==> src/hw/rtl/qfms_pkg.sv <==
// ----------------------------------------------------------------------------
// Quad flight mode supervisor package
// Mode, command, message and register codes, together with the reset values
// and fixed widths shared by the supervisor logic.
// ----------------------------------------------------------------------------
package qfms_pkg;

    typedef enum logic [2:0] {
        MODE_INIT       = 3'd0,
        MODE_DISARMED   = 3'd1,
        MODE_ARMING     = 3'd2,
        MODE_ARMING_MAN = 3'd3,
        MODE_FLYING     = 3'd4,
        MODE_EMERGENCY  = 3'd5,
        MODE_CALIBRATE  = 3'd6,
        MODE_MANUAL     = 3'd7
    } mode_t;

    localparam logic [1:0] CMD_TICK   = 2'd0;
    localparam logic [1:0] CMD_MSG    = 2'd1;
    localparam logic [1:0] CMD_SAMPLE = 2'd2;

    localparam logic [3:0] MSG_HEARTBEAT = 4'd0;
    localparam logic [3:0] MSG_BIAS      = 4'd1;
    localparam logic [3:0] MSG_STOP      = 4'd2;
    localparam logic [3:0] MSG_ESTOP     = 4'd3;
    localparam logic [3:0] MSG_START     = 4'd4;
    localparam logic [3:0] MSG_RESET     = 4'd5;
    localparam logic [3:0] MSG_CALIBRATE = 4'd6;
    localparam logic [3:0] MSG_CONFIG    = 4'd8;
    localparam logic [3:0] MSG_MANUAL    = 4'd9;
    localparam logic [3:0] MSG_THROTTLE  = 4'd11;

    localparam logic [1:0] CFG_HB_TIMEOUT = 2'd0;
    localparam logic [1:0] CFG_ARM_DELAY  = 2'd1;
    localparam logic [1:0] CFG_MIN_THR    = 2'd2;
    localparam logic [1:0] CFG_MAX_THR    = 2'd3;

    localparam int FRAC_BITS = 14;

    localparam logic [15:0]        HB_TIMEOUT_RST = 16'd2000;
    localparam logic [15:0]        ARM_DELAY_RST  = 16'd2500;
    localparam logic [14:0]        MIN_THR_RST    = 15'd819;
    localparam logic [14:0]        MAX_THR_RST    = 15'd16384;
    localparam logic signed [15:0] BASE_THR_RST   = 16'sd1638;

    localparam logic [16:0] HB_MAX      = 17'h1FFFF;
    localparam logic [15:0] ARM_MAX     = 16'hFFFF;
    localparam logic [9:0]  MOTOR_SCALE = 10'd1000;
    localparam logic [9:0]  CMD_MAX     = 10'd1001;

    localparam int S_TDATA_W = 128;
    localparam int S_TUSER_W = 6;
    localparam int M_TDATA_W = 48;

endpackage

==> src/hw/rtl/quad_flight_mode_supervisor_unit.sv <==
// ----------------------------------------------------------------------------
// Quad flight mode supervisor
// Usage: events enter on the s_ stream as one word each: a millisecond tick,
// a decoded radio message or a control sample, chosen by the command field
// in s_tuser. Every accepted word gives exactly one result word on the m_
// stream, carrying the mode, the running flag and the four motor commands
// as they stand after that event.
// The cfg_ channel writes the four limit registers; it is always ready and
// is meant to be used only while no event is in flight.
// From acceptance the word passes through the input register and then the
// state update, whose mix, clamp and scale by 1000 form the longest path
// and whose registers present the result. One word is accepted every cycle
// while the receiver takes each result.
// When the receiver stalls, the result is held in the state registers, the
// input register fills and s_tready falls until the result is taken.
// Reset brings the block to init mode with zero biases, stopped motors, a
// base throttle of 0.10 and the default limits, with both streams empty.
// ----------------------------------------------------------------------------
module quad_flight_mode_supervisor_unit (
    input  logic                           aclk,
    input  logic                           aresetn,
    input  logic                           s_tvalid,
    output logic                           s_tready,
    // bias_one, bias_two, bias_three, bias_four, throttle_value,
    // pitch_correction, roll_correction, yaw_correction
    input  logic [qfms_pkg::S_TDATA_W-1:0] s_tdata,
    // command, msg_type
    input  logic [qfms_pkg::S_TUSER_W-1:0] s_tuser,
    output logic                           m_tvalid,
    input  logic                           m_tready,
    // mode, motors_running, motor_one_cmd, motor_two_cmd, motor_three_cmd,
    // motor_four_cmd, zero padding
    output logic [qfms_pkg::M_TDATA_W-1:0] m_tdata,
    input  logic                           cfg_valid,
    output logic                           cfg_ready,
    input  logic [1:0]                     cfg_index,
    input  logic [15:0]                    cfg_data
);

    import qfms_pkg::*;

    logic                  in_valid_reg;
    logic [S_TDATA_W-1:0]  in_data_reg;
    logic [S_TUSER_W-1:0]  in_user_reg;
    logic                  out_valid_reg;
    logic                  advance;

    logic [15:0] hb_timeout_reg;
    logic [15:0] arm_delay_reg;
    logic [14:0] min_thr_reg;
    logic [14:0] max_thr_reg;

    mode_t              mode_reg, mode_next;
    logic [16:0]        hb_reg, hb_next, hb_inc;
    logic [15:0]        arm_reg, arm_next, arm_inc;
    logic signed [15:0] bias_reg [4];
    logic signed [15:0] bias_next [4];
    logic signed [15:0] base_thr_reg, base_thr_next;
    logic [9:0]         motor_reg [4];
    logic [9:0]         motor_next [4];
    logic               run_reg, run_next;

    logic               stop_req, start_req, sample_drive;
    logic [1:0]         in_cmd;
    logic [3:0]         in_msg;
    logic signed [15:0] in_bias [4];
    logic signed [15:0] in_thr, in_pitch, in_roll, in_yaw;
    logic signed [17:0] thr_s, pitch_s, roll_s, yaw_s;
    logic signed [17:0] mix [4];

    function automatic logic [9:0] scale_one(input logic signed [17:0] s);
        logic signed [17:0] v;
        logic [24:0]        prod;
        logic [24:0]        c;
        v = s;
        if (v > $signed({3'b000, max_thr_reg})) begin
            v = $signed({3'b000, max_thr_reg});
        end
        if (v < $signed({3'b000, min_thr_reg})) begin
            v = $signed({3'b000, min_thr_reg});
        end
        prod = 25'(v[14:0]) * 25'(MOTOR_SCALE);
        c    = (prod >> FRAC_BITS) + 25'd1;
        return (c > 25'(CMD_MAX)) ? CMD_MAX : c[9:0];
    endfunction

    assign advance   = in_valid_reg && (!out_valid_reg || m_tready);
    assign s_tready  = !in_valid_reg || advance;
    assign m_tvalid  = out_valid_reg;
    assign cfg_ready = 1'b1;

    assign m_tdata = {4'b0000, motor_reg[3], motor_reg[2], motor_reg[1], motor_reg[0],
                      run_reg, mode_reg};

    assign in_cmd   = in_user_reg[1:0];
    assign in_msg   = in_user_reg[5:2];
    assign in_thr   = in_data_reg[79:64];
    assign in_pitch = in_data_reg[95:80];
    assign in_roll  = in_data_reg[111:96];
    assign in_yaw   = in_data_reg[127:112];

    always_comb begin
        for (int i = 0; i < 4; i++) begin
            in_bias[i] = in_data_reg[16*i +: 16];
        end
    end

    assign hb_inc  = (hb_reg != HB_MAX) ? hb_reg + 17'd1 : hb_reg;
    assign arm_inc = (arm_reg != ARM_MAX) ? arm_reg + 16'd1 : arm_reg;

    always_comb begin
        mode_next     = mode_reg;
        hb_next       = hb_reg;
        arm_next      = arm_reg;
        bias_next     = bias_reg;
        base_thr_next = base_thr_reg;
        stop_req      = 1'b0;
        start_req     = 1'b0;
        sample_drive  = 1'b0;
        case (in_cmd)
            CMD_TICK: begin
                case (mode_reg)
                    MODE_INIT, MODE_CALIBRATE: begin
                        mode_next = MODE_DISARMED;
                    end
                    MODE_ARMING, MODE_ARMING_MAN: begin
                        arm_next = arm_inc;
                        if (arm_inc >= arm_delay_reg) begin
                            mode_next = (mode_reg == MODE_ARMING) ? MODE_FLYING : MODE_MANUAL;
                            hb_next   = '0;
                        end
                    end
                    MODE_FLYING, MODE_MANUAL: begin
                        hb_next = hb_inc;
                        if (hb_inc > {1'b0, hb_timeout_reg}) begin
                            stop_req  = 1'b1;
                            mode_next = MODE_EMERGENCY;
                        end
                    end
                    default: begin
                    end
                endcase
            end
            CMD_MSG: begin
                case (mode_reg)
                    MODE_DISARMED: begin
                        case (in_msg)
                            MSG_START: begin
                                base_thr_next = '0;
                                arm_next      = '0;
                                start_req     = 1'b1;
                                mode_next     = MODE_ARMING;
                            end
                            MSG_RESET: begin
                                mode_next = MODE_INIT;
                            end
                            MSG_CALIBRATE: begin
                                mode_next = MODE_CALIBRATE;
                            end
                            MSG_BIAS, MSG_CONFIG: begin
                                bias_next = in_bias;
                            end
                            MSG_MANUAL: begin
                                for (int i = 0; i < 4; i++) begin
                                    bias_next[i] = '0;
                                end
                                arm_next  = '0;
                                start_req = 1'b1;
                                mode_next = MODE_ARMING_MAN;
                            end
                            default: begin
                            end
                        endcase
                    end
                    MODE_FLYING, MODE_MANUAL: begin
                        hb_next = '0;
                        case (in_msg)
                            MSG_STOP: begin
                                stop_req  = 1'b1;
                                mode_next = MODE_DISARMED;
                            end
                            MSG_ESTOP: begin
                                stop_req  = 1'b1;
                                mode_next = MODE_EMERGENCY;
                            end
                            MSG_BIAS: begin
                                bias_next = in_bias;
                            end
                            MSG_HEARTBEAT, MSG_THROTTLE: begin
                                if (mode_reg == MODE_FLYING) begin
                                    base_thr_next = in_thr;
                                end
                            end
                            default: begin
                            end
                        endcase
                    end
                    MODE_EMERGENCY: begin
                        stop_req = 1'b1;
                        if (in_msg == MSG_RESET) begin
                            mode_next = MODE_DISARMED;
                        end
                    end
                    default: begin
                    end
                endcase
            end
            CMD_SAMPLE: begin
                sample_drive = (mode_reg == MODE_FLYING);
            end
            default: begin
            end
        endcase
    end

    // In manual mode the motors follow the biases alone.
    assign thr_s   = (mode_next == MODE_MANUAL) ? 18'sd0 : 18'(base_thr_reg);
    assign pitch_s = (mode_next == MODE_MANUAL) ? 18'sd0 : 18'(in_pitch);
    assign roll_s  = (mode_next == MODE_MANUAL) ? 18'sd0 : 18'(in_roll);
    assign yaw_s   = (mode_next == MODE_MANUAL) ? 18'sd0 : 18'(in_yaw);

    assign mix[0] = thr_s + 18'(bias_next[0]) - pitch_s + yaw_s;
    assign mix[1] = thr_s + 18'(bias_next[1]) + roll_s - yaw_s;
    assign mix[2] = thr_s + 18'(bias_next[2]) - roll_s - yaw_s;
    assign mix[3] = thr_s + 18'(bias_next[3]) + pitch_s + yaw_s;

    always_comb begin
        run_next   = run_reg;
        motor_next = motor_reg;
        if (stop_req || start_req) begin
            run_next = start_req;
            for (int i = 0; i < 4; i++) begin
                motor_next[i] = '0;
            end
        end
        if (sample_drive || mode_next == MODE_MANUAL) begin
            for (int i = 0; i < 4; i++) begin
                motor_next[i] = scale_one(mix[i]);
            end
        end
    end

    always_ff @(posedge aclk) begin
        if (s_tvalid && s_tready) begin
            in_data_reg <= s_tdata;
            in_user_reg <= s_tuser;
        end
    end

    always_ff @(posedge aclk) begin
        if (!aresetn) begin
            in_valid_reg   <= 1'b0;
            out_valid_reg  <= 1'b0;
            hb_timeout_reg <= HB_TIMEOUT_RST;
            arm_delay_reg  <= ARM_DELAY_RST;
            min_thr_reg    <= MIN_THR_RST;
            max_thr_reg    <= MAX_THR_RST;
            mode_reg       <= MODE_INIT;
            hb_reg         <= '0;
            arm_reg        <= '0;
            base_thr_reg   <= BASE_THR_RST;
            run_reg        <= 1'b0;
            for (int i = 0; i < 4; i++) begin
                bias_reg[i]  <= '0;
                motor_reg[i] <= '0;
            end
        end else begin
            if (s_tvalid && s_tready) begin
                in_valid_reg <= 1'b1;
            end else if (advance) begin
                in_valid_reg <= 1'b0;
            end
            if (advance) begin
                out_valid_reg <= 1'b1;
            end else if (m_tready) begin
                out_valid_reg <= 1'b0;
            end
            if (cfg_valid && cfg_ready) begin
                case (cfg_index)
                    CFG_HB_TIMEOUT: hb_timeout_reg <= cfg_data;
                    CFG_ARM_DELAY:  arm_delay_reg  <= cfg_data;
                    CFG_MIN_THR:    min_thr_reg    <= cfg_data[14:0];
                    CFG_MAX_THR:    max_thr_reg    <= cfg_data[14:0];
                    default: begin
                    end
                endcase
            end
            if (advance) begin
                mode_reg     <= mode_next;
                hb_reg       <= hb_next;
                arm_reg      <= arm_next;
                base_thr_reg <= base_thr_next;
                run_reg      <= run_next;
                bias_reg     <= bias_next;
                motor_reg    <= motor_next;
            end
        end
    end

endmodule
==> config.mk <==
export PLATFORM = sky130hd
export DESIGN_NAME = quad_flight_mode_supervisor_unit
export DESIGN_NICKNAME = d
export VERILOG_FILES = /design/src/hw/rtl/qfms_pkg.sv /design/src/hw/rtl/quad_flight_mode_supervisor_unit.sv
export SDC_FILE = /design/constraint.sdc
export NUM_CORES = 2
export LEC_CHECK = 0
export ABC_AREA = 1
export ABC_CLOCK_PERIOD_IN_PS = 15140
export BUFFER_PORTS_ARGS = -buffer_cell sky130_fd_sc_hd__buf_2
export CORE_ASPECT_RATIO = 2
export CORE_UTILIZATION = 58
export DETAILED_ROUTE_END_ITERATION = 12
export PLACE_DENSITY = 0.77
export SLEW_MARGIN = 0
export SYNTH_ARGS = -nofsm -noshare
export SYNTH_HDL_FRONTEND = slang
export SYNTH_SLANG_ARGS = --single-unit
==> constraint.sdc <==
create_clock -name aclk -period 15.14 [get_ports aclk]
set_input_delay 1.514 -clock aclk [delete_from_list [all_inputs] [get_ports aclk]]
set_output_delay 1.514 -clock aclk [all_outputs]
set_load 0.05 [all_outputs]
==> impl_results.html <==
<table>
<tr><th>Metric</th><th>Value</th></tr>
<tr><th colspan="2">STA</th></tr>
<tr><td>RSZ-0062 raised after global routing</td><td>yes</td></tr>
<tr><td>Max Transition Viols Final</td><td>0</td></tr>
<tr><td>Worst hold margin</td><td>459 ps</td></tr>
<tr><td>Final worst path period share</td><td>0.977</td></tr>
<tr><td>Final hold viol count</td><td>0</td></tr>
<tr><td>Maximum clock skew at final layout</td><td>33.7 ps</td></tr>
<tr><td>Normalized max-slew margin</td><td>0.218</td></tr>
<tr><td>Worst Max-Slew Pin Slew</td><td>1170 ps</td></tr>
<tr><td>Setup violations, final</td><td>0</td></tr>
<tr><td>Min cycle time layout</td><td>14790 ps</td></tr>
<tr><td>Maximum clock frequency</td><td>0.0676 GHz</td></tr>
<tr><th colspan="2">Cells and area</th></tr>
<tr><td>Highest-count cells in the layout ignoring fill and taps</td><td>sky130_fd_sc_hd__inv_1 (945), sky130_fd_sc_hd__nand2_1 (927), sky130_fd_sc_hd__ha_1 (368), sky130_fd_sc_hd__a21oi_1 (315), sky130_fd_sc_hd__fa_1 (298)</td></tr>
<tr><td>Layout area overhead</td><td>19.0%</td></tr>
<tr><td>Post-layout net count</td><td>6098</td></tr>
<tr><td>Number of flip-flops under the largest register name</td><td>128</td></tr>
<tr><td>Commonest non-fill, non-tap cell in the layout</td><td>sky130_fd_sc_hd__inv_1</td></tr>
<tr><td>Fraction of the core area covered by cells at the end of the flow</td><td>0.699</td></tr>
<tr><td>Proportion of layout cells with a drive suffix above 1</td><td>0.200</td></tr>
<tr><td>Post-route non-filler standard cell count</td><td>6045</td></tr>
<tr><td>Layout filler cell count</td><td>5084</td></tr>
<tr><th colspan="2">Floorplan</th></tr>
<tr><td>Die X-Extent</td><td>181 µm</td></tr>
<tr><td>Core Box Area</td><td>62900 µm²</td></tr>
<tr><td>Die extent in y</td><td>359 µm</td></tr>
<tr><td>Top Ports</td><td>208</td></tr>
<tr><td>Number of cell rows</td><td>130</td></tr>
<tr><td>Die ar.</td><td>64800 µm²</td></tr>
<tr><td>Starting Density</td><td>0.587</td></tr>
<tr><th colspan="2">GRT</th></tr>
<tr><td>Wire length of the first global-routing pass</td><td>164 mm</td></tr>
<tr><td>Total routing usage reported by global routing</td><td>0.321</td></tr>
<tr><td>Number of antenna violations at the first check in global routing</td><td>3</td></tr>
<tr><td>Remaining global-route overflow</td><td>0</td></tr>
<tr><td>Number of global-route vias before repair</td><td>32900</td></tr>
<tr><td>Pin count of the biggest net entering global routing</td><td>88</td></tr>
<tr><th colspan="2">Yosys</th></tr>
<tr><td>Number of enable flip-flop cells after synthesis</td><td>134</td></tr>
<tr><td>Avg Cell Area, Syn</td><td>7.73 µm²</td></tr>
<tr><td>Synth Warn #</td><td>0</td></tr>
<tr><td>Sequential fraction of the synthesis area</td><td>0.229</td></tr>
<tr><td>Number of unique standard cell types used by synthesis</td><td>66</td></tr>
<tr><td>Flops &amp; latches, synth</td><td>355</td></tr>
<tr><td>Top_reg_cell synth</td><td>sky130_fd_sc_hd__dfxtp_1</td></tr>
<tr><td>Async set or reset register ratio after synthesis</td><td>0</td></tr>
<tr><td>Total standard cell area after synthesis</td><td>37000 µm²</td></tr>
<tr><td>Number of instances in the synthesized netlist</td><td>4785</td></tr>
<tr><th colspan="2">Placed design</th></tr>
<tr><td>Post-detailed-placement half-perimeter wirelength</td><td>86.4 mm</td></tr>
<tr><td>Number of placed instances with taps included</td><td>5891</td></tr>
<tr><td>Final Wtd Congestion</td><td>1.06</td></tr>
<tr><td>Port Buffer Count</td><td>202</td></tr>
<tr><th colspan="2">Critical path</th></tr>
<tr><td>Crit path kind</td><td>reg -&gt; reg</td></tr>
<tr><td>Crit end category</td><td>flip-flop</td></tr>
<tr><td>Launching element type of the critical path</td><td>flip-flop</td></tr>
<tr><td>Critical path's largest stage delay</td><td>590 ps</td></tr>
<tr><td>Critical-path cell with the highest stage delay</td><td>sky130_fd_sc_hd__fa_1</td></tr>
<tr><td>Most frequent CP cell</td><td>sky130_fd_sc_hd__nand2_1</td></tr>
<tr><td>Critical Path RT</td><td>15610 ps</td></tr>
<tr><td>Critical path arrival</td><td>15260 ps</td></tr>
<tr><td>Maximum fanout along the worst path</td><td>11</td></tr>
<tr><th colspan="2">Clock network</th></tr>
<tr><td>TritonCTS sink count</td><td>355</td></tr>
<tr><td>Clock transition at the registers of the reported paths</td><td>70 ps</td></tr>
<tr><td>CTS buffer count</td><td>31</td></tr>
<tr><td>Deepest clock path buffer count</td><td>3</td></tr>
<tr><td>CTS tree</td><td>done</td></tr>
<tr><td>H-tree depth</td><td>1</td></tr>
<tr><td>Clock latency reported for the late side of the worst-skew pair</td><td>660 ps</td></tr>
<tr><td>Hold bufs inserted after CTS</td><td>0</td></tr>
<tr><td>Root Buffer</td><td>sky130_fd_sc_hd__clkbuf_16</td></tr>
<tr><th colspan="2">Min path</th></tr>
<tr><td>Worst Hold Class</td><td>reg -&gt; reg</td></tr>
<tr><th colspan="2">Drt</th></tr>
<tr><td>Sum of routed wire length over all layers</td><td>110 mm</td></tr>
<tr><td>Detailed-router iteration count before antenna repair</td><td>10</td></tr>
<tr><td>Post-DR vias/cell</td><td>5.55</td></tr>
<tr><td>Iteration-0 DRC Markers</td><td>1726</td></tr>
<tr><td>Vias post-DR</td><td>33500</td></tr>
<tr><td>Post-route antenna net violation count</td><td>0</td></tr>
<tr><td>Routed wire length per instance</td><td>18.1 µm</td></tr>
<tr><td>Post-route DRC violation count</td><td>0</td></tr>
<tr><th colspan="2">Outcome</th></tr>
<tr><td>Result of the run</td><td>finished, final reports clean</td></tr>
<tr><th colspan="2">Flow run</th></tr>
<tr><td>Maxcap violations</td><td>0</td></tr>
</table>
-- per-stage QoR --
step | worst slack (ps) | area, µm² | TNS (ps)
final | 352 | 44000 | 0
after global routing | -363 | 44000 | -11020
after CTS | 3.81 | 41300 | 0
after detailed placement | -267 | 40200 | -5630
after global placement | 24.1 | 40200 | 0
after floorplan | 391 | 37000 | 0
-- synth_stat cells (4+ instances only) --
cell / instances / area (µm²)
sky130_fd_sc_hd__nand3b_1: 14 / 105
sky130_fd_sc_hd__a221o_1: 7 / 70.1
sky130_fd_sc_hd__o21ai_2: 7 / 61.3
sky130_fd_sc_hd__buf_6: 5 / 56.3
sky130_fd_sc_hd__xnor2_1: 45 / 394
sky130_fd_sc_hd__nor3_1: 36 / 180
sky130_fd_sc_hd__clkbuf_1: 87 / 327
sky130_fd_sc_hd__o21bai_1: 16 / 120
sky130_fd_sc_hd__nand4_1: 50 / 313
sky130_fd_sc_hd__or2_2: 4 / 25.0
sky130_fd_sc_hd__buf_2: 7 / 35.0
sky130_fd_sc_hd__edfxtp_1: 134 / 4020
sky130_fd_sc_hd__o21ai_1: 8 / 40.0
sky130_fd_sc_hd__inv_2: 10 / 37.5
sky130_fd_sc_hd__nor4_1: 24 / 150
sky130_fd_sc_hd__a2bb2oi_1: 20 / 175
sky130_fd_sc_hd__nand3_1: 165 / 826
sky130_fd_sc_hd__nor2_4: 4 / 45.0
sky130_fd_sc_hd__ha_1: 410 / 5130
sky130_fd_sc_hd__a21oi_1: 361 / 1810
sky130_fd_sc_hd__nand2_2: 42 / 263
sky130_fd_sc_hd__nor2_2: 15 / 93.8
sky130_fd_sc_hd__o211ai_1: 51 / 383
sky130_fd_sc_hd__a22oi_1: 9 / 67.6
sky130_fd_sc_hd__a31oi_1: 12 / 75.1
sky130_fd_sc_hd__a21o_1: 11 / 82.6
sky130_fd_sc_hd__o22ai_1: 25 / 156
sky130_fd_sc_hd__buf_4: 6 / 45.0
sky130_fd_sc_hd__buf_1: 5 / 18.8
sky130_fd_sc_hd__o21ai_0: 334 / 1670
sky130_fd_sc_hd__xor2_1: 60 / 526
sky130_fd_sc_hd__dfxtp_1: 221 / 4420
sky130_fd_sc_hd__nand2_1: 995 / 3730
sky130_fd_sc_hd__nand3_2: 14 / 140
sky130_fd_sc_hd__a211oi_1: 14 / 105
sky130_fd_sc_hd__o21a_1: 8 / 60.1
sky130_fd_sc_hd__inv_1: 974 / 3660
sky130_fd_sc_hd__xor2_2: 6 / 97.6
sky130_fd_sc_hd__fa_1: 308 / 6170
sky130_fd_sc_hd__nand2_4: 5 / 56.3
sky130_fd_sc_hd__nor2_1: 207 / 777
sky130_fd_sc_hd__a21oi_2: 10 / 87.6
-- critical path: cells and delay by family, from the launching register on --
kind	cells	cell delay (ps)
xor gates and xnor gates	3	510
adders and majority gates	13	4650
AOI/OAI and AO/OA	21	3300
DFF	1	380
and+or+nand+nor	39	4240
buffers and inverters	14	1500
-- cell families after synthesis --
kind of cell    after synthesis  share of synthesized area
xor+xnor                    112                     0.0283
buf+inv                    1097                      0.113
mux                           1                   0.000271
compound gates              916                      0.140
simple gates               1584                      0.183
flops                       355                      0.229
fa+ha+maj                   718                      0.306
other cells                   2                   0.000203
-- per-layer routing --
layer	vias up	part of all wire	wire, µm	global-route usage
met5	-	0	0	0
met4	0	0.097	10700	0.271
met3	443	0.044	4780	0.0357
met2	1135	0.53	57900	0.613
met1	15700	0.33	36300	0.302
li1	16300	-	-	-
-- area by class of cell --
type / instances / area, µm² / area share
multi-input combinational: 3341 / 26200 / 0.596
timing repair inverter: 1 / 7.51 / 0.000171
clock buffer: 42 / 847 / 0.0193
antenna: 5 / 12.5 / 0.000284
inverter: 987 / 3720 / 0.0846
clock inverter: 16 / 165 / 0.00376
timing repair buffer: 506 / 3550 / 0.0806
sequential: 355 / 8460 / 0.192
tap: 792 / 991 / 0.0225
-- path summary, 6_finish.rpt --
path,from,end,slack [ps],cells past startpoint
hold reg to reg,m_tdata[9],m_tdata[9],460,2
setup reg to reg,hb_reg[5],m_tdata[30],350,90
hold / removal,m_tdata[9],m_tdata[9],460,2
setup / recovery,hb_reg[5],m_tdata[30],350,90
-- what timing repair did --
action / 4_1_cts / 5_1_grt
setup buffers: 4 / 72
resized for setup: 22 / 501
pin swaps: 3 / 183
gates cloned: 0 / 15
setup endpoints to repair: 34 / 40
Power is left out: the tool's default activity adds up to more than one toggle a clock period on the data nets, which glitch-free logic cannot reach.
